`config.mk`:
```
export PLATFORM = sky130hd
export DESIGN_NAME = dct8_merge
export DESIGN_NICKNAME = d
export VERILOG_FILES = /design/src/assert_macros.svh /design/src/dct8_pkg.sv /design/src/dct8_merge.sv
export SDC_FILE = /design/constraint.sdc
export NUM_CORES = 1
export LEC_CHECK = 0
export ABC_CLOCK_PERIOD_IN_PS = 2800
export BUFFER_PORTS_ARGS = -buffer_cell sky130_fd_sc_hd__buf_2
export CAP_MARGIN = 20
export CORE_AREA = 2 2 180 182
export DETAILED_ROUTE_END_ITERATION = 10
export DIE_AREA = 0 0 182 184
export SLEW_MARGIN = 30
export SYNTH_ARGS = -nofsm -noshare
export SYNTH_HDL_FRONTEND = slang
export SYNTH_SLANG_ARGS = --single-unit
```
`constraint.sdc`:
```
create_clock -name clk -period 2.8 [get_ports clk]
set_input_delay 0.14 -clock clk [delete_from_list [all_inputs] [get_ports clk]]
set_output_delay 0.14 -clock clk [all_outputs]
set_load 0.01 [all_outputs]
```
`src/assert_macros.svh`:
```
// Assertion macros used by the top-level RTL file.
`ifndef ASSERT_MACROS_SVH
`define ASSERT_MACROS_SVH
`ifndef SYNTHESIS
`define ASSERT_IMPLY(label, clk, rst, a, b) \
  label: assert property (@(posedge clk) disable iff (rst) (a) |-> (b)) \
    else $error("assertion failed");
`define ASSERT_NEXT(label, clk, rst, a, b) \
  label: assert property (@(posedge clk) disable iff (rst) (a) |=> (b)) \
    else $error("assertion failed");
`else
`define ASSERT_IMPLY(label, clk, rst, a, b)
`define ASSERT_NEXT(label, clk, rst, a, b)
`endif
`endif

```
`src/dct8_pkg.sv`:
```
// Shared types, widths and cosine weights of the 8x8 forward DCT.
`timescale 1ns / 1ps
`default_nettype none
package dct8_pkg;
  localparam int COS_FRAC_BITS = 14;
  localparam int WGT_W = COS_FRAC_BITS + 2;
  localparam int T_W = COS_FRAC_BITS + 11;
  localparam int PROD_W = T_W + WGT_W;
  localparam int ACC_W = 2 * COS_FRAC_BITS + 14;
  localparam int CEIL_SH = 2 * COS_FRAC_BITS + 2;
  localparam int COS_SH = 30 - COS_FRAC_BITS;
  localparam int COEF_W = 12;
  localparam int DC_W = 14;

  typedef logic signed [WGT_W-1:0] wgt_t;
  typedef logic signed [T_W-1:0] t_t;
  typedef logic signed [PROD_W-1:0] prod_t;
  typedef logic signed [ACC_W-1:0] acc_t;
  typedef logic signed [COEF_W-1:0] coef_t;
  typedef logic signed [DC_W-1:0] dc_t;

  typedef struct packed {
    logic       mac_en;
    logic       clr;
    logic       col;
    logic       t_wr;
    logic [2:0] idx;
  } lane_ctl_t;

  // cos(k*pi/16) in Q30 for k = 0..8.
  localparam longint COS_Q30 [9] = '{
    64'd1073741824, 64'd1053110176, 64'd992008094, 64'd892783698, 64'd759250125,
    64'd596538995, 64'd410903207, 64'd209476638, 64'd0
  };

  function automatic wgt_t weight(input logic [2:0] u, input logic [2:0] x);
    logic [6:0] prod;
    logic [4:0] k;
    logic [3:0] idx;
    logic       neg;
    longint     v;
    prod = {3'b000, x, 1'b1} * {4'b0000, u};
    k = prod[4:0];
    neg = 1'b0;
    if (u == 3'd0) begin
      idx = 4'd4;
    end else if (k <= 5'd8) begin
      idx = k[3:0];
    end else if (k <= 5'd16) begin
      idx = 4'(5'd16 - k);
      neg = 1'b1;
    end else if (k <= 5'd24) begin
      idx = 4'(k - 5'd16);
      neg = 1'b1;
    end else begin
      idx = 4'(6'd32 - {1'b0, k});
    end
    v = (COS_Q30[idx] + (64'sd1 <<< (COS_SH - 1))) >>> COS_SH;
    if (neg) begin
      v = -v;
    end
    return WGT_W'(v);
  endfunction
endpackage
`default_nettype wire

```
`src/dct8_merge.sv`:
```
// Rounds, saturates and registers one row of eight coefficients.
`timescale 1ns / 1ps
`default_nettype none
module dct8_merge (
  input  wire logic           clk,
  input  wire logic           rst,
  input  wire logic           load,
  input  wire logic [2:0]     freq,
  input  wire dct8_pkg::acc_t accs [8],
  input  wire dct8_pkg::dc_t  dc_sum,
  input  wire logic           out_stall,
  output logic                out_valid,
  output dct8_pkg::coef_t     coefs [8],
  output logic [2:0]          freq_row,
  output logic                last
);
  localparam dct8_pkg::acc_t CEIL_ADD = dct8_pkg::acc_t'((64'd1 << dct8_pkg::CEIL_SH) - 64'd1);
  localparam dct8_pkg::acc_t C_MAX = dct8_pkg::acc_t'(2047);
  localparam dct8_pkg::acc_t C_MIN = -dct8_pkg::acc_t'(2048);

  dct8_pkg::coef_t coefs_next [8];
  dct8_pkg::acc_t  q [8];
  dct8_pkg::dc_t   dc_q;

  // A right shift after adding 2^s - 1 is a ceiling for either sign.
  assign dc_q = (dc_sum + dct8_pkg::dc_t'(7)) >>> 3;

  always_comb begin
    for (int j = 0; j < 8; j++) begin
      q[j] = (accs[j] + CEIL_ADD) >>> dct8_pkg::CEIL_SH;
      if (j == 0 && freq == 3'd0) begin
        q[j] = dct8_pkg::acc_t'(dc_q);
      end
      if (q[j] > C_MAX) begin
        coefs_next[j] = dct8_pkg::coef_t'(C_MAX);
      end else if (q[j] < C_MIN) begin
        coefs_next[j] = dct8_pkg::coef_t'(C_MIN);
      end else begin
        coefs_next[j] = q[j][dct8_pkg::COEF_W-1:0];
      end
    end
  end

  always_ff @(posedge clk) begin
    if (load) begin
      coefs <= coefs_next;
      freq_row <= freq;
      last <= (freq == 3'd7);
    end
    if (rst) begin
      out_valid <= 1'b0;
    end else if (load) begin
      out_valid <= 1'b1;
    end else if (!out_stall) begin
      out_valid <= 1'b0;
    end
  end
endmodule
`default_nettype wire

```
==> flow_summary.ini, run 1 <==
[finish]
nets = 1281
area_delta_synth_final_pct = 57.8
final_cells = 1333
final_common_cell = buf_2
fill_cells = 3359
drive_gt1_frac = 0.525
fin_util = 0.272
most-common-layout-cells = buf_2 (456), edfxtp_1 (100), xnor2_1 (76), nor4_1 (53), nand2_1 (44)

[worst_setup_path]
critical_path_class = input pin to register
critPathMaxFanout = 10
crit_path_start_kind = input pin
rr_worst_depth = 2
reg2reg_from = out_valid
worst_setup_path_end_kind = register
ff2ff_setup_slack_ns = 2.22
cp_data_arrival_time_ns = 1.79
required_ns = 2.91
reg2reg_to = out_valid

[die]
dieHeight_um = 184
num_io_pins = 458
start_util = 0.173
die_area_um2 = 33500
fp.coreArea_um2 = 31400
num_rows = 65
die_w_um = 182

[synth]
synth_cell_types = 40
syn_avg_cell_area_um2 = 11.8
ys_ff_latch = 101
yosysTopAreaCell = edfxtp_1
synth.top_cell.area_share = 0.554
ys_warn_count = 0
synth_area_um2 = 5420
synth_area_leaders = edfxtp_1 (55%), xnor2_1 (12%), nor4_1 (6.1%)
synth-seq-area-share = 0.558
syn_inst = 458
syn_nets = 815

[clocking]
cts_tree = yes
cts_made_buffers = 9
clock-root-buffer = clkbuf_16
clkSinkCount = 101
htreeDepth = 3
cts_resized = 0
cts_setup_buffers = 0
clock_latency_ns = 0.34
cts_max_path_buffers = 2
clk_pin_slew_ns = 0.08

[min_path]
hold_class = input pin to register
hold_end = out_valid
worstHoldStart = out_stall
hold_path_depth = 3

[place]
port-buffer-count = 457
dp_hpwl_um = 16600
place_inst = 1311
gp_congestion = 0.822
pre_cts_ws_ns = 0.774

[global_route]
grt_pass1_wl_um = 27800
globalRouteTotalUtil = 0.108
grt_antenna_before_repair = 2
grt_max_degree = 94
grt-ovfl-total = 0
grt_pass1_vias = 5238

[drt]
drc = 0
post_drt_wl_per_cell_um = 14.8
drt_iter0_drc = 223
viasPerCell = 4.08
num_vias = 5433
ant_nets = 0
firstDrtPassIters = 5
wl_um = 19700

[timing]
layout_setup_ws_ns = 1.12
rsz0062_at_grt = false
worst_slew_pin_slew_ns = 0.598
fin_skew_ns = 0
final.setup.tns_ns = 0
period_share = 0.599
slew_viol_final = 0
finalSetupViolations = 0
timing.final.crit_period_ns = 1.68
max_freq_mhz = 596
maxSlewHeadroom = 0.599
final_hold_viol_count = 0

[power]
power.total_mw = 3.95
leakage_nw = 3.68
powerDensity_nw_per_um2 = 461
ir_drop_uv = 246

[run_status]
status = finished, final reports clean

[flow_run]
cap_violations = 0
per-stage QoR:
stage | area [um^2] | hold slack [ns]
finish | 8550 | 0.0271
global route | 8550 | 0.0411
CTS | 8550 | 0.00675
detailed placement | 8200 | 0.304
global placement | 8200 | 0.301
floorplan | 5420 | 0.212
synthesized netlist by cell type, drive strengths merged:
master,instances
o21a,3
nor4,56
nor2,21
a21o,1
edfxtp,100
nor3b,3
or3,1
a211oi,2
nand2,44
o21ai,8
nand4,20
clkbuf,6
nor3,10
buf,2
or4,1
o211a,2
and3,15
a21oi,8
xor2,25
nor4b,2
inv,3
dfxtp,1
and4,13
mux2i,1
nand3,28
and2,4
xnor2,76
nor2b,2
timing repair:
item | 4_1_cts | 5_1_grt
setup endpoints to repair | 0 | 0
endpoints found under the hold margin | 4 | 0
hold buffers | 4 | 0
area by class of cell:
class,count,area [um^2],share of cell area
Antenna cell,2,5.00,0.000585
Clock buffer,9,225,0.0263
Clock inverter,7,80.1,0.00936
Inverter,3,11.3,0.00132
Multi-Input combinational cell,346,2350,0.274
Sequential cell,101,3020,0.353
Tap cell,402,503,0.0588
Timing Repair Buffer,463,2360,0.276
logic make-up after synthesis:
kind of cell	after synthesis	share of synthesized area
AO/OA/AOI/OAI	24	0.0277
buffers and inverters	11	0.00923
XOR/XNOR	101	0.163
multiplexers	1	0.00185
flip-flops	101	0.558
AND/OR/NAND/NOR	220	0.240
metal layers:
| metal | GRT usage | vias to the layer above | wire [um] |
|---|---|---|---|
| met2 | 0.187 | 248 | 9740 |
| met5 | 0 | - | 0 |
| met3 | 0.0311 | 12 | 1690 |
| met4 | 0.0326 | 0 | 279 |
| met1 | 0.130 | 2489 | 8010 |
| li1 | - | 2684 | - |
worst max-delay path, cell delays in order:
cell and delay [ns]:
buf_2 0.10, nor4_1 0.48, nand4_1 0.21, nor2_2 0.39, nor4b_2 0.14, a211oi_1 0.26
nor3_1 0.07
sequential cells by signal (all words and copies together), names as in the netlist:
name	count
coefs	96
freq_row	3
last	1
out_valid	1
worst max path at each step:
stage | depth (start not counted) | start | slack, ns | endpoint
after floorplan | 7 | accs[18] | 1.14 | coefs[6]
after global placement | 7 | accs[318] | 0.81 | coefs[95]
after detailed placement | 7 | accs[318] | 0.77 | coefs[95]
after CTS | 7 | accs[318] | 1.17 | coefs[95]
after global routing | 7 | accs[318] | 1.06 | coefs[95]
final | 7 | accs[318] | 1.12 | coefs[95]
power breakdown:
part           total (mW)  switching (mW)  internal (mW)
logic               0.736           0.376          0.360
clock network        1.36           0.651          0.711
registers            1.85          0.0335           1.81
total                3.95            1.06           2.89
Power figures use the tool's default switching activity.
==> run 2: changes to the inputs <==
--- a/config.mk
+++ b/config.mk
@@ -5,12 +5,12 @@
 export SDC_FILE = /design/constraint.sdc
 export NUM_CORES = 1
 export LEC_CHECK = 0
-export ABC_CLOCK_PERIOD_IN_PS = 2800
+export ABC_CLOCK_PERIOD_IN_PS = 1700
 export BUFFER_PORTS_ARGS = -buffer_cell sky130_fd_sc_hd__buf_2
 export CAP_MARGIN = 20
-export CORE_AREA = 2 2 180 182
+export CORE_AREA = 2 2 177 179
 export DETAILED_ROUTE_END_ITERATION = 10
-export DIE_AREA = 0 0 182 184
+export DIE_AREA = 0 0 179 181
 export SLEW_MARGIN = 30
 export SYNTH_ARGS = -nofsm -noshare
 export SYNTH_HDL_FRONTEND = slang
==> constraint.sdc (replaced) <==
create_clock -name clk -period 1.7 [get_ports clk]
set_input_delay 0.085 -clock clk [delete_from_list [all_inputs] [get_ports clk]]
set_output_delay 0.085 -clock clk [all_outputs]
set_load 0.01 [all_outputs]
==> run 2 against run 1 <==
Worst setup slack got worse by 0.96 ns. Design area is 1.0% higher. Clock power is 54% higher. Power increased by 61%. Wire length is 2.7% lower. Worst hold slack better by 0.00085 ns. Count of clock-buffer cells in the layout up 1. Global-route usage up 0.58 points. Cell count is 0.53% higher.
==> flow_summary.ini, run 2 (synthesis results as in run 1) <==
[timing]
fin_skew_ns = 0
max_freq_mhz = 652
final_hold_viol_count = 0
layout_setup_ws_ns = 0.167
rsz0062_at_grt = false
maxSlewHeadroom = 0.616
finalSetupViolations = 0
timing.final.crit_period_ns = 1.53
worst_slew_pin_slew_ns = 0.577
period_share = 0.902
slew_viol_final = 0

[worst_setup_path]
rr_worst_depth = 3
required_ns = 1.79
cp_cell_sequence = dlygate4sd3_1 > buf_2 > or3_1 > a21oi_1 > a21oi_1
ff2ff_setup_slack_ns = 0.55
crit_path_start_kind = input pin
cp_data_arrival_time_ns = 1.62
crit_cells = 5
crit_family = buffers and inverters
critPathBufInv = 2
cp_common_cell = a21oi_1
critPathMaxFanout = 9
critPathLaunch = freq[0]
critical-path-max-stage-delay_ns = 0.55
reg2reg_to = out_valid
crit_end = coefs[86]
worst_setup_path_end_kind = register
slowest_stage = dlygate4sd3_1
critical_path_class = input pin to register
reg2reg_from = out_valid

[power]
p_sw_frac = 0.255
leakage_nw = 3.75
p_sw_mw = 1.62
seqPwrFrac = 0.479
powerDensity_nw_per_um2 = 737
p_comb_frac = 0.192
power.total_mw = 6.37
ir_drop_uv = 358
cell_internal_pwr_mw = 4.74
p_clk_frac = 0.329

[drt]
drc = 0
viasPerCell = 4.08
drt_iter0_drc = 194
ant_nets = 0
post_drt_wl_per_cell_um = 14.3
num_vias = 5463
firstDrtPassIters = 4
wl_um = 19200

[global_route]
globalRouteTotalUtil = 0.114
grt-ovfl-total = 0
grt_antenna_before_repair = 0
grt_max_degree = 102
grt_pass1_wl_um = 28200
grt_pass1_vias = 5506

[place]
pre_cts_ws_ns = -0.107
gp_congestion = 0.832
place_area_um2 = 8300
dp_hpwl_um = 16200
port-buffer-count = 457

[finish]
final_area_um2 = 8640
most-common-layout-cells = buf_2 (456), edfxtp_1 (100), xnor2_1 (76), nor4_1 (53), nand2_1 (44)
reg_top3 = coefs: 96 flops, freq_row: 3 flops
drive_gt1_frac = 0.532
largest_register = coefs
nets = 1296
area_delta_synth_final_pct = 59.4
antenna_cells = 0
largest_reg_flops = 96
final_common_cell = buf_2
fill_cells = 3212

[flow_run]
cap_violations = 0

[die]
fp.coreArea_um2 = 30300
die_area_um2 = 32400
num_io_pins = 458
num_rows = 64
die_w_um = 179
start_util = 0.179
dieHeight_um = 181

[clocking]
clkSinkCount = 101
clock_latency_ns = 0.35
htreeDepth = 3
cts_made_buffers = 9
clock-root-buffer = clkbuf_16
cts_setup_buffers = 0
cts_max_path_buffers = 2
clk_pin_slew_ns = 0.07
cts_tree = yes

[run_status]
status = finished, final reports clean

[min_path]
worstHoldStart = accs[83]
hold_class = input pin to register
[run 2: changes by cell type in the layout (fill, tap and decap cells not counted), sizes merged]
cell / previous run / this run
diode: 2 / 0
inv: 7 / 4
clkinv: 2 / 4
clkbuf: 9 / 10
dlygate4sd3: 4 / 5
buf: 459 / 473
[run 2: stage by stage]
step | cells | utilization | hold WS, ns | TNS, ns
2_1_floorplan | 458 | - | 0.157 | 0
3_3_place_gp | 1319 | 0.273 | 0.255 | -0.286
3_5_place_dp | 1319 | 0.273 | 0.249 | -0.503
4_1_cts | 1340 | 0.285 | 0.000417 | 0
5_1_grt | 1340 | 0.285 | 0.000165 | 0
6_report | 1340 | 0.285 | 0.0280 | 0
[run 2: how the worst min path moves through the flow]
stage	slack, ns	depth (start not counted)	end
CTS	0.0004	2	coefs[23]
finish	0.03	2	coefs[23]
global route	0.0002	2	coefs[23]
floorplan	0.16	1	out_valid
detailed placement	0.25	2	out_valid
global placement	0.25	2	out_valid
[run 2: repair_timing]
| item | 4_1_cts | 5_1_grt |
|---|---|---|
| hold buffers | 5 | 0 |
| endpoints found under the setup margin | 0 | 0 |
| gates resized for setup | 0 | 0 |
| hold endpoints to repair | 4 | 0 |
[run 2: layer usage]
layer / up-vias / part of all wire / track usage
met4: 0 / 0.018 / 0.0407
met5: - / 0 / 0
met3: 20 / 0.065 / 0.0236
met1: 2516 / 0.41 / 0.131
met2: 219 / 0.51 / 0.205
li1: 2708 / - / -
[run 2: cell type report]
type / count / area [um^2] / area share
flip-flops and latches: 101 / 3020 / 0.350
repair buffers: 478 / 2470 / 0.286
multi-input cells: 346 / 2350 / 0.272
well taps: 396 / 495 / 0.0573
clock buffers: 10 / 229 / 0.0265
clock inverters: 6 / 62.6 / 0.00724
inverters: 3 / 11.3 / 0.00130
[run 2: power groups by stage]
stage / Combinational, mW / Sequential [mW] / Clock, mW
after floorplan: 0.251 / 3.23 / 0
after global placement: 1.21 / 3.11 / 0
after detailed placement: 1.23 / 3.11 / 0
after CTS: 1.24 / 3.05 / 2.20
after global routing: 1.34 / 3.07 / 2.30
final: 1.22 / 3.05 / 2.09
