## src/assert_macros.svh

```systemverilog
// Assertion macros used by the top-level RTL file.
`ifndef ASSERT_MACROS_SVH
`define ASSERT_MACROS_SVH
`ifndef SYNTHESIS
`define ASSERT_IMPLY(label, clk, rst, a, b) \
  label: assert property (@(posedge clk) disable iff (rst) (a) |-> (b)) \
    else $error("assertion failed");
`define ASSERT_NEXT(label, clk, rst, a, b) \
  label: assert property (@(posedge clk) disable iff (rst) (a) |=> (b)) \
    else $error("assertion failed");
`else
`define ASSERT_IMPLY(label, clk, rst, a, b)
`define ASSERT_NEXT(label, clk, rst, a, b)
`endif
`endif

```

## src/dct8_pkg.sv

```systemverilog
// Shared types, widths and cosine weights of the 8x8 forward DCT.
`timescale 1ns / 1ps
`default_nettype none
package dct8_pkg;
  localparam int COS_FRAC_BITS = 14;
  localparam int WGT_W = COS_FRAC_BITS + 2;
  localparam int T_W = COS_FRAC_BITS + 11;
  localparam int PROD_W = T_W + WGT_W;
  localparam int ACC_W = 2 * COS_FRAC_BITS + 14;
  localparam int CEIL_SH = 2 * COS_FRAC_BITS + 2;
  localparam int COS_SH = 30 - COS_FRAC_BITS;
  localparam int COEF_W = 12;
  localparam int DC_W = 14;

  typedef logic signed [WGT_W-1:0] wgt_t;
  typedef logic signed [T_W-1:0] t_t;
  typedef logic signed [PROD_W-1:0] prod_t;
  typedef logic signed [ACC_W-1:0] acc_t;
  typedef logic signed [COEF_W-1:0] coef_t;
  typedef logic signed [DC_W-1:0] dc_t;

  typedef struct packed {
    logic       mac_en;
    logic       clr;
    logic       col;
    logic       t_wr;
    logic [2:0] idx;
  } lane_ctl_t;

  // cos(k*pi/16) in Q30 for k = 0..8.
  localparam longint COS_Q30 [9] = '{
    64'd1073741824, 64'd1053110176, 64'd992008094, 64'd892783698, 64'd759250125,
    64'd596538995, 64'd410903207, 64'd209476638, 64'd0
  };

  function automatic wgt_t weight(input logic [2:0] u, input logic [2:0] x);
    logic [6:0] prod;
    logic [4:0] k;
    logic [3:0] idx;
    logic       neg;
    longint     v;
    prod = {3'b000, x, 1'b1} * {4'b0000, u};
    k = prod[4:0];
    neg = 1'b0;
    if (u == 3'd0) begin
      idx = 4'd4;
    end else if (k <= 5'd8) begin
      idx = k[3:0];
    end else if (k <= 5'd16) begin
      idx = 4'(5'd16 - k);
      neg = 1'b1;
    end else if (k <= 5'd24) begin
      idx = 4'(k - 5'd16);
      neg = 1'b1;
    end else begin
      idx = 4'(6'd32 - {1'b0, k});
    end
    v = (COS_Q30[idx] + (64'sd1 <<< (COS_SH - 1))) >>> COS_SH;
    if (neg) begin
      v = -v;
    end
    return WGT_W'(v);
  endfunction
endpackage
`default_nettype wire

```

## src/dct8_lane.sv

```systemverilog
// One multiply-accumulate lane with its column of row-pass results.
`timescale 1ns / 1ps
`default_nettype none
module dct8_lane (
  input  wire logic                clk,
  input  wire logic                rst,
  input  wire dct8_pkg::lane_ctl_t ctl,
  input  wire logic signed [7:0]   sample,
  input  wire dct8_pkg::wgt_t      wgt,
  output dct8_pkg::acc_t           acc
);
  dct8_pkg::t_t    t_mem [8];
  dct8_pkg::t_t    opnd;
  dct8_pkg::prod_t prod;
  logic            pv;
  logic            pfirst;

  // Row pass multiplies samples; column pass multiplies stored row results.
  assign opnd = ctl.col ? t_mem[ctl.idx] : dct8_pkg::t_t'(sample);

  always_ff @(posedge clk) begin
    if (ctl.mac_en) begin
      prod <= opnd * wgt;
    end
    pfirst <= ctl.clr;
    if (pv) begin
      acc <= pfirst ? dct8_pkg::acc_t'(prod) : acc + dct8_pkg::acc_t'(prod);
    end
    if (ctl.t_wr) begin
      t_mem[ctl.idx] <= acc[dct8_pkg::T_W-1:0];
    end
    if (rst) begin
      pv <= 1'b0;
    end else begin
      pv <= ctl.mac_en;
    end
  end
endmodule
`default_nettype wire

```

## config.mk

```make
export PLATFORM = sky130hd
export DESIGN_NAME = dct8_lane
export DESIGN_NICKNAME = d
export VERILOG_FILES = /design/src/assert_macros.svh /design/src/dct8_pkg.sv /design/src/dct8_lane.sv
export SDC_FILE = /design/constraint.sdc
export NUM_CORES = 1
export LEC_CHECK = 0
export ABC_AREA = 1
export BUFFER_PORTS_ARGS = -buffer_cell sky130_fd_sc_hd__buf_4
export CORE_ASPECT_RATIO = 0.6
export CORE_UTILIZATION = 45
export DETAILED_ROUTE_END_ITERATION = 10
export PLACE_DENSITY = 0.65
export SLEW_MARGIN = 25
export SYNTH_ARGS = -nofsm -noshare
export SYNTH_HDL_FRONTEND = slang
export SYNTH_SLANG_ARGS = --single-unit
```

## constraint.sdc

```tcl
create_clock -name clk -period 13.25 [get_ports clk]
set_input_delay 0.6625 -clock clk [delete_from_list [all_inputs] [get_ports clk]]
set_output_delay 0.6625 -clock clk [all_outputs]
set_load 0.005 [all_outputs]
```

==> flow_summary.html, run 1 <==
<table>
<tr><th>Metric</th><th>Value</th></tr>
<tr><th colspan="2">Status</th></tr>
<tr><td>Status</td><td>finished, final reports clean</td></tr>
<tr><th colspan="2">Placed design</th></tr>
<tr><td>Area of placed instances</td><td>0.0304 mm2</td></tr>
<tr><td>HPWL after DPL</td><td>about 74 mm</td></tr>
<tr><td>Weighted congestion reported at the end of routability-driven placement</td><td>1.03</td></tr>
<tr><td>IO Port Bufs</td><td>74</td></tr>
<tr><th colspan="2">Logic synthesis</th></tr>
<tr><td>Post-synthesis net count</td><td>between 3000 and 4000</td></tr>
<tr><td>Fraction of synthesis flops using an asynchronous set or reset pin</td><td>0</td></tr>
<tr><td>Part of the Yosys area used for sequential elements</td><td>0.293</td></tr>
<tr><td>Biggest area consumer among synthesized cells</td><td>sky130_fd_sc_hd__edfxtp_1</td></tr>
<tr><td>Dominant cells by area after synthesis</td><td>sky130_fd_sc_hd__edfxtp_1, sky130_fd_sc_hd__fa_1, sky130_fd_sc_hd__nand2_1, sky130_fd_sc_hd__inv_1, sky130_fd_sc_hd__ha_1</td></tr>
<tr><td>Number of enable flip-flop cells after synthesis</td><td>283</td></tr>
<tr><td>Distinct cells, synth</td><td>44</td></tr>
<tr><td>Leading register cell type out of synthesis</td><td>sky130_fd_sc_hd__edfxtp_1</td></tr>
<tr><td>Synthesized cell area</td><td>0.0292 mm2</td></tr>
<tr><td>Number of register bits inferred by synthesis</td><td>285</td></tr>
<tr><td>Share of the synthesized area in the top cell type</td><td>0.291</td></tr>
<tr><td>Average cell area after synthesis</td><td>8.53 um2</td></tr>
<tr><td>Synthesized instance count</td><td>3418</td></tr>
<tr><td>Count of yosys warnings during synthesis</td><td>0</td></tr>
<tr><th colspan="2">Layout</th></tr>
<tr><td>Leading cell type in the layout, fill and taps excluded</td><td>sky130_fd_sc_hd__nand2_1</td></tr>
<tr><td>Most frequent cells in the layout</td><td>sky130_fd_sc_hd__nand2_1, sky130_fd_sc_hd__inv_1, sky130_fd_sc_hd__nor2_1</td></tr>
<tr><td>Area added between synthesis and finish</td><td>7.39%</td></tr>
<tr><td>Layout cell share with drive strength beyond 1</td><td>0.0583</td></tr>
<tr><td>Fin nets</td><td>roughly 4000</td></tr>
<tr><td>Post-route cell area</td><td>0.0313 mm2</td></tr>
<tr><td>Antenna diode count</td><td>0</td></tr>
<tr><th colspan="2">Clock tree</th></tr>
<tr><td>Setup bufs post-CTS</td><td>0</td></tr>
<tr><td>Total clock buffers created by CTS</td><td>24</td></tr>
<tr><td>Hold-fix buffers, CTS</td><td>0</td></tr>
<tr><td>CTS tree</td><td>built</td></tr>
<tr><td>Clock latency of the later-clocked register in the worst-skew pair</td><td>0.57 ns</td></tr>
<tr><td>CTS sink cnt</td><td>between 200 and 300</td></tr>
<tr><td>Root buffer selected by CTS</td><td>sky130_fd_sc_hd__clkbuf_16</td></tr>
<tr><td>H-tree Lvls</td><td>1</td></tr>
<tr><td>CTS resizes</td><td>0</td></tr>
<tr><td>Maximum count of clock buffers along a single path</td><td>3</td></tr>
<tr><td>Clock edge transition at the registers on the reported setup and hold paths</td><td>about 0.080 ns</td></tr>
<tr><th colspan="2">Timing</th></tr>
<tr><td>Maximum achievable frequency</td><td>122 MHz</td></tr>
<tr><td>Final clock skew</td><td>0.0365 ns</td></tr>
<tr><td>Summed negative setup slack over all endpoints</td><td>0 ns</td></tr>
<tr><td>Slew at the pin closest to its max-slew limit</td><td>1.11 ns</td></tr>
<tr><td>Setup repair after global routing missed its margin</td><td>no</td></tr>
<tr><td>Setup violations, final</td><td>0</td></tr>
<tr><td>Final Critical Period</td><td>between 8 and 9 ns</td></tr>
<tr><td>Final hold violation count</td><td>0</td></tr>
<tr><td>Tcrit/Tclk final</td><td>0.619</td></tr>
<tr><td>Count of pins over their slew limit</td><td>0</td></tr>
<tr><td>Slew margin rel.</td><td>0.258</td></tr>
<tr><th colspan="2">Floorplan</th></tr>
<tr><td>Placeable core area</td><td>between 0.06 and 0.07 mm2</td></tr>
<tr><td>Initial Util</td><td>0.461</td></tr>
<tr><td>Core Rows</td><td>71</td></tr>
<tr><td>Horizontal die dimension</td><td>331 um</td></tr>
<tr><td>Die footprint</td><td>0.0659 mm2</td></tr>
<tr><td>IO Pins</td><td>75</td></tr>
<tr><td>Die Y-Extent</td><td>199 um</td></tr>
<tr><th colspan="2">Worst setup path</th></tr>
<tr><td>CP Capture Type</td><td>flop</td></tr>
<tr><td>Critical path arrival</td><td>8.52 ns</td></tr>
<tr><td>Worst-path cell with the longest stage delay</td><td>sky130_fd_sc_hd__nor4_1</td></tr>
<tr><td>Top cell by count, worst path</td><td>sky130_fd_sc_hd__fa_1</td></tr>
<tr><td>Crit start category</td><td>primary input</td></tr>
<tr><td>Highest cell delay on the worst timing path</td><td>~0.70 ns</td></tr>
<tr><td>R2R Path End</td><td>prod[37]</td></tr>
<tr><td>Number of cells traversed by the worst register-to-register path</td><td>26</td></tr>
<tr><td>Crit Path Category</td><td>in -&gt; reg</td></tr>
<tr><td>Maximum fanout count along the critical path</td><td>77</td></tr>
<tr><td>R2R Path Start</td><td>t_mem[4][5]</td></tr>
<tr><td>Slack of the worst reg-to-reg path</td><td>5.60 ns</td></tr>
<tr><td>Required time of the critical path</td><td>13.57 ns</td></tr>
<tr><th colspan="2">Min path</th></tr>
<tr><td>Hold EP</td><td>pfirst</td></tr>
<tr><td>Number of cells traversed by the worst hold path</td><td>1</td></tr>
<tr><td>Worst hold path startpoint</td><td>ctl[5]</td></tr>
<tr><td>Class of the worst hold path</td><td>in -&gt; reg</td></tr>
<tr><th colspan="2">Global route</th></tr>
<tr><td>Antenna violations before repair</td><td>0</td></tr>
<tr><td>Wire length of the first global-routing pass</td><td>140 mm</td></tr>
<tr><td>Maximum number of pins on one net before global-route repair</td><td>just under 80</td></tr>
<tr><td>Number of global-route vias before repair</td><td>approximately 22000</td></tr>
<tr><td>Grt total ovfl</td><td>0</td></tr>
<tr><td>GR Util All Layers</td><td>0.287</td></tr>
<tr><th colspan="2">Routing</th></tr>
<tr><td>Via-to-Cell Ratio</td><td>5.38</td></tr>
<tr><td>First drt pass iteration count</td><td>6</td></tr>
<tr><td>Post-detailed-route wirelength per cell</td><td>21.5 um</td></tr>
<tr><td>Antenna violation net count after detailed routing</td><td>0</td></tr>
<tr><td>Vias post-DR</td><td>23100</td></tr>
<tr><td>Total routed wirelength</td><td>92.6 mm</td></tr>
<tr><td>Drc violations</td><td>0</td></tr>
<tr><td>Number of violations reported at the end of detailed-routing iteration 0</td><td>3114</td></tr>
<tr><th colspan="2">Run</th></tr>
<tr><td># Max-Cap Violations</td><td>0</td></tr>
</table>
==> final cells by class <==
type | count | area, um2
tap | 839 | 1050
sequential | 285 | 8540
inverter | 722 | 2710
clock buffer | 25 | 604
clock inverter | 19 | 297
timing repair buffer | 89 | 668
multi-input combinational | 2324 | 17400
fill | 6091 | 32000
==> logic make-up after synthesis <==
group                    after synthesis  synth area share
flip-flops                           285             0.293
buffers and inverters                809             0.110
adder cells (fa/ha/maj)              530             0.327
AND/OR/NAND/NOR                     1481             0.204
XOR/XNOR                              40            0.0120
AO/OA/AOI/OAI                        273            0.0540
==> cells in the mapped netlist (17+ instances only) <==
cell type                  count
sky130_fd_sc_hd__a21oi_1      81
sky130_fd_sc_hd__clkbuf_1     40
sky130_fd_sc_hd__edfxtp_1    283
sky130_fd_sc_hd__fa_1        389
sky130_fd_sc_hd__ha_1        141
sky130_fd_sc_hd__inv_1       702
sky130_fd_sc_hd__nand2_1     838
sky130_fd_sc_hd__nand3_1     101
sky130_fd_sc_hd__nand3b_1     17
sky130_fd_sc_hd__nand4_1      23
sky130_fd_sc_hd__nor2_1      449
sky130_fd_sc_hd__o21ai_0     115
sky130_fd_sc_hd__o21ai_1      18
sky130_fd_sc_hd__xor2_1       31
==> registers in the layout, summed over array words and instances, names as in the netlist <==
signal / flops
acc: 42
prod: 41
t_mem: 200
pv: 1
pfirst: 1
==> stage by stage <==
step	setup slack, ns	hold slack, ns	cells	utilization
6_report	5.05	0.200	4303	0.495
5_1_grt	4.69	0.181	4303	0.495
4_1_cts	5.19	0.180	4303	0.494
3_5_place_dp	4.61	0.541	4259	0.480
3_3_place_gp	4.51	0.545	4259	0.480
2_1_floorplan	6.56	0.524	3418	-
==> worst max path at each step <==
stage / end / start
detailed placement: prod[37] / ctl[0]
finish: prod[37] / ctl[0]
floorplan: prod[39] / ctl[0]
global placement: prod[37] / ctl[0]
global route: prod[36] / ctl[0]
CTS: prod[37] / ctl[0]
==> critical path, delay by kind of cell <==
family,cells,cell delay (ns)
adders and majority gates,7,3.47
and+or+nand+nor,12,2.96
AOI/OAI and AO/OA,1,0.10
buffers and inverters,8,1.30
==> per-layer routing <==
layer | global-route usage | routed length [um] | share of wire | up-vias
li1 | - | - | - | 10500
met1 | 0.472 | 44700 | 0.48 | 11200
met2 | 0.349 | 32800 | 0.35 | 1320
met3 | 0.115 | 14000 | 0.15 | 97
met4 | 0.0285 | 1060 | 0.011 | 0
met5 | 0 | 0 | 0 | -
Power of run 1 is left out: the tool's default activity adds up to more than one toggle a clock period on the data nets, which glitch-free logic cannot reach.
==> run 2, diff against run 1 <==
clock period = 7.6 ns   (was 13.25 ns; I/O delays follow)
==> run 2 against run 1 <==
Core utilization rose by 0.81 points. Critical endpoint is now prod[22]. Via count is 0.50% higher. Sequential cell count unchanged. Critical path type unchanged. First-iteration DRC count down 12%. Register-to-register slack worse by 4.9 ns. Hold slack improved by 0.052 ns.
==> flow_summary.html, run 2 (same netlist as run 1, synthesis figures left out) <==
<table>
<tr><th>Metric</th><th>Value</th></tr>
<tr><th colspan="2">Clock tree</th></tr>
<tr><td>CTS sink cnt</td><td>285</td></tr>
<tr><td>Maximum count of clock buffers along a single path</td><td>3</td></tr>
<tr><td>CTS resizes</td><td>0</td></tr>
<tr><td>Setup bufs post-CTS</td><td>0</td></tr>
<tr><td>CTS tree</td><td>built</td></tr>
<tr><td>Clock edge transition at the registers on the reported setup and hold paths</td><td>0.07 ns</td></tr>
<tr><td>Total clock buffers created by CTS</td><td>25</td></tr>
<tr><td>Clock latency of the later-clocked register in the worst-skew pair</td><td>roughly 0.6 ns</td></tr>
<tr><td>Hold-fix buffers, CTS</td><td>2</td></tr>
<tr><td>H-tree Lvls</td><td>1</td></tr>
<tr><td>Root buffer selected by CTS</td><td>sky130_fd_sc_hd__clkbuf_16</td></tr>
<tr><th colspan="2">Status</th></tr>
<tr><td>Status</td><td>finished, final reports clean</td></tr>
<tr><th colspan="2">Worst setup path</th></tr>
<tr><td>Critical path arrival</td><td>between 7 and 8 ns</td></tr>
<tr><td>Maximum fanout count along the critical path</td><td>25</td></tr>
<tr><td>Slack of the worst reg-to-reg path</td><td>0.65 ns</td></tr>
<tr><td>Crit start category</td><td>primary input</td></tr>
<tr><td>R2R Path Start</td><td>t_mem[5][7]</td></tr>
<tr><td>Number of cells traversed by the worst register-to-register path</td><td>27</td></tr>
<tr><td>Crit Path Category</td><td>in -&gt; reg</td></tr>
<tr><td>Highest cell delay on the worst timing path</td><td>0.66 ns</td></tr>
<tr><td>WP buf/inv</td><td>10</td></tr>
<tr><td>Category of cells accounting for the largest share of critical-path delay</td><td>adder cells</td></tr>
<tr><td>Top cell by count, worst path</td><td>sky130_fd_sc_hd__inv_1</td></tr>
<tr><td>Worst-path cell with the longest stage delay</td><td>sky130_fd_sc_hd__fa_1</td></tr>
<tr><td>R2R Path End</td><td>prod[22]</td></tr>
<tr><td>CP Capture Type</td><td>flop</td></tr>
<tr><td>Required time of the critical path</td><td>7.90 ns</td></tr>
<tr><th colspan="2">Routing</th></tr>
<tr><td>Number of violations reported at the end of detailed-routing iteration 0</td><td>2730</td></tr>
<tr><td>First drt pass iteration count</td><td>7</td></tr>
<tr><td>Vias post-DR</td><td>23300</td></tr>
<tr><td>Post-detailed-route wirelength per cell</td><td>21.2 um</td></tr>
<tr><td>Via-to-Cell Ratio</td><td>5.32</td></tr>
<tr><td>Total routed wirelength</td><td>roughly 93 mm</td></tr>
<tr><td>Antenna violation net count after detailed routing</td><td>0</td></tr>
<tr><td>Drc violations</td><td>0</td></tr>
<tr><th colspan="2">Layout</th></tr>
<tr><td>Fin nets</td><td>4081</td></tr>
<tr><td>Leading cell type in the layout, fill and taps excluded</td><td>sky130_fd_sc_hd__nand2_1</td></tr>
<tr><td>Registers with the most flip-flops</td><td>t_mem x200, acc x42, prod x41</td></tr>
<tr><td>Area added between synthesis and finish</td><td>9.15%</td></tr>
<tr><td>Number of flip-flops in the largest register</td><td>200</td></tr>
<tr><td>Number of filler cells placed in the layout</td><td>6054</td></tr>
<tr><td>Layout cell share with drive strength beyond 1</td><td>0.0755</td></tr>
<tr><td>Most frequent cells in the layout</td><td>sky130_fd_sc_hd__nand2_1, sky130_fd_sc_hd__inv_1, sky130_fd_sc_hd__nor2_1</td></tr>
<tr><td>Antenna diode count</td><td>0</td></tr>
<tr><td>Largest register by flop count</td><td>t_mem</td></tr>
<tr><th colspan="2">Timing</th></tr>
<tr><td>Count of pins over their slew limit</td><td>0</td></tr>
<tr><td>Final clock skew</td><td>0.0376 ns</td></tr>
<tr><td>Setup repair after global routing missed its margin</td><td>no</td></tr>
<tr><td>Slew at the pin closest to its max-slew limit</td><td>approximately 0.84 ns</td></tr>
<tr><td>Summed negative setup slack over all endpoints</td><td>0 ns</td></tr>
<tr><td>Maximum achievable frequency</td><td>roughly 140 MHz</td></tr>
<tr><td>Slew margin rel.</td><td>0.441</td></tr>
<tr><td>Tcrit/Tclk final</td><td>0.933</td></tr>
<tr><td>Setup violations, final</td><td>0</td></tr>
<tr><td>Final hold violation count</td><td>0</td></tr>
<tr><td>Final Critical Period</td><td>7.09 ns</td></tr>
<tr><th colspan="2">Floorplan</th></tr>
<tr><td>Core Rows</td><td>71</td></tr>
<tr><td>IO Pins</td><td>75</td></tr>
<tr><td>Horizontal die dimension</td><td>roughly 330 um</td></tr>
<tr><td>Initial Util</td><td>0.461</td></tr>
<tr><td>Die footprint</td><td>0.0659 mm2</td></tr>
<tr><td>Placeable core area</td><td>between 0.06 and 0.07 mm2</td></tr>
<tr><td>Die Y-Extent</td><td>199 um</td></tr>
<tr><th colspan="2">Global route</th></tr>
<tr><td>Number of global-route vias before repair</td><td>22400</td></tr>
<tr><td>Maximum number of pins on one net before global-route repair</td><td>48</td></tr>
<tr><td>Grt total ovfl</td><td>0</td></tr>
<tr><td>Antenna violations before repair</td><td>1</td></tr>
<tr><td>GR Util All Layers</td><td>0.290</td></tr>
<tr><td>Wire length of the first global-routing pass</td><td>141 mm</td></tr>
<tr><th colspan="2">Placed design</th></tr>
<tr><td>IO Port Bufs</td><td>74</td></tr>
<tr><td>Weighted congestion reported at the end of routability-driven placement</td><td>1.02</td></tr>
<tr><td>HPWL after DPL</td><td>74.1 mm</td></tr>
<tr><th colspan="2">Min path</th></tr>
<tr><td>Class of the worst hold path</td><td>in -&gt; reg</td></tr>
<tr><td>Hold EP</td><td>pv</td></tr>
<tr><td>Worst hold path startpoint</td><td>ctl[6]</td></tr>
<tr><td>Number of cells traversed by the worst hold path</td><td>3</td></tr>
<tr><th colspan="2">Run</th></tr>
<tr><td># Max-Cap Violations</td><td>0</td></tr>
</table>
==> run 2: cell types whose count changed in the layout (fill, tap and decap cells not counted) <==
cell	before	now
sky130_fd_sc_hd__inv_8	5	0
sky130_fd_sc_hd__inv_16	0	1
sky130_fd_sc_hd__clkinvlp_4	1	2
sky130_fd_sc_hd__clkbuf_1	1	3
sky130_fd_sc_hd__clkinv_4	1	0
sky130_fd_sc_hd__clkinv_2	3	6
sky130_fd_sc_hd__buf_4	89	153
sky130_fd_sc_hd__clkinv_1	4	7
sky130_fd_sc_hd__buf_12	0	5
sky130_fd_sc_hd__dlygate4sd3_1	0	2
sky130_fd_sc_hd__clkinv_8	1	0
sky130_fd_sc_hd__bufinv_16	6	3
sky130_fd_sc_hd__clkbuf_16	24	25
==> run 2: layout make-up <==
| cell class | count | area, um2 | share of cell area |
|---|---|---|---|
| Timing Repair Buffer | 160 | 1270 | 0.0398 |
| Clock buffer | 28 | 637 | 0.0200 |
| Tap cell | 839 | 1050 | 0.0330 |
| Sequential cell | 285 | 8540 | 0.268 |
| Inverter | 722 | 2710 | 0.0852 |
| Multi-Input combinational cell | 2324 | 17400 | 0.548 |
| Clock inverter | 17 | 179 | 0.00562 |
==> run 2: layer usage <==
layer	vias to the layer above	wire length, um	track usage	part of all wire
met5	-	0	0	0
met4	0	1010	0.0326	0.011
met3	65	14200	0.116	0.15
met2	1251	33600	0.355	0.36
met1	11300	44100	0.474	0.47
li1	10700	-	-	-
==> run 2: stage by stage <==
stage	area, um2	setup slack, ns	instances	hold slack (ns)	utilization
floorplan	29200	1.19	3418	0.408	-
global placement	31000	0.0501	4328	0.487	0.489
detailed placement	31000	0.213	4328	0.491	0.489
CTS	31800	0.776	4375	0.251	0.503
global route	31800	0.215	4375	0.280	0.503
finish	31800	0.513	4375	0.252	0.503
==> run 2: worst max-delay path by stage <==
stage / depth (start not counted) / from / slack [ns] / end
6_report: 31 / ctl[2] / 0.51 / prod[22]
2_1_floorplan: 26 / ctl[0] / 1.19 / prod[39]
5_1_grt: 31 / ctl[2] / 0.22 / prod[22]
3_5_place_dp: 28 / ctl[0] / 0.21 / prod[39]
3_3_place_gp: 26 / ctl[1] / 0.05 / prod[24]
4_1_cts: 25 / t_mem[4][17] / 0.78 / prod[24]
==> run 2: worst register-to-register path: cells and delay by family, from the launching register on <==
kind | cells | cell delay (ns)
AOI/OAI and AO/OA | 4 | 1.05
xor gates and xnor gates | 1 | 0.23
adders and majority gates | 7 | 3.45
buffers and inverters | 6 | 0.53
DFF | 1 | 0.36
and+or+nand+nor | 9 | 1.06
Power of run 2 is left out for the same reason.
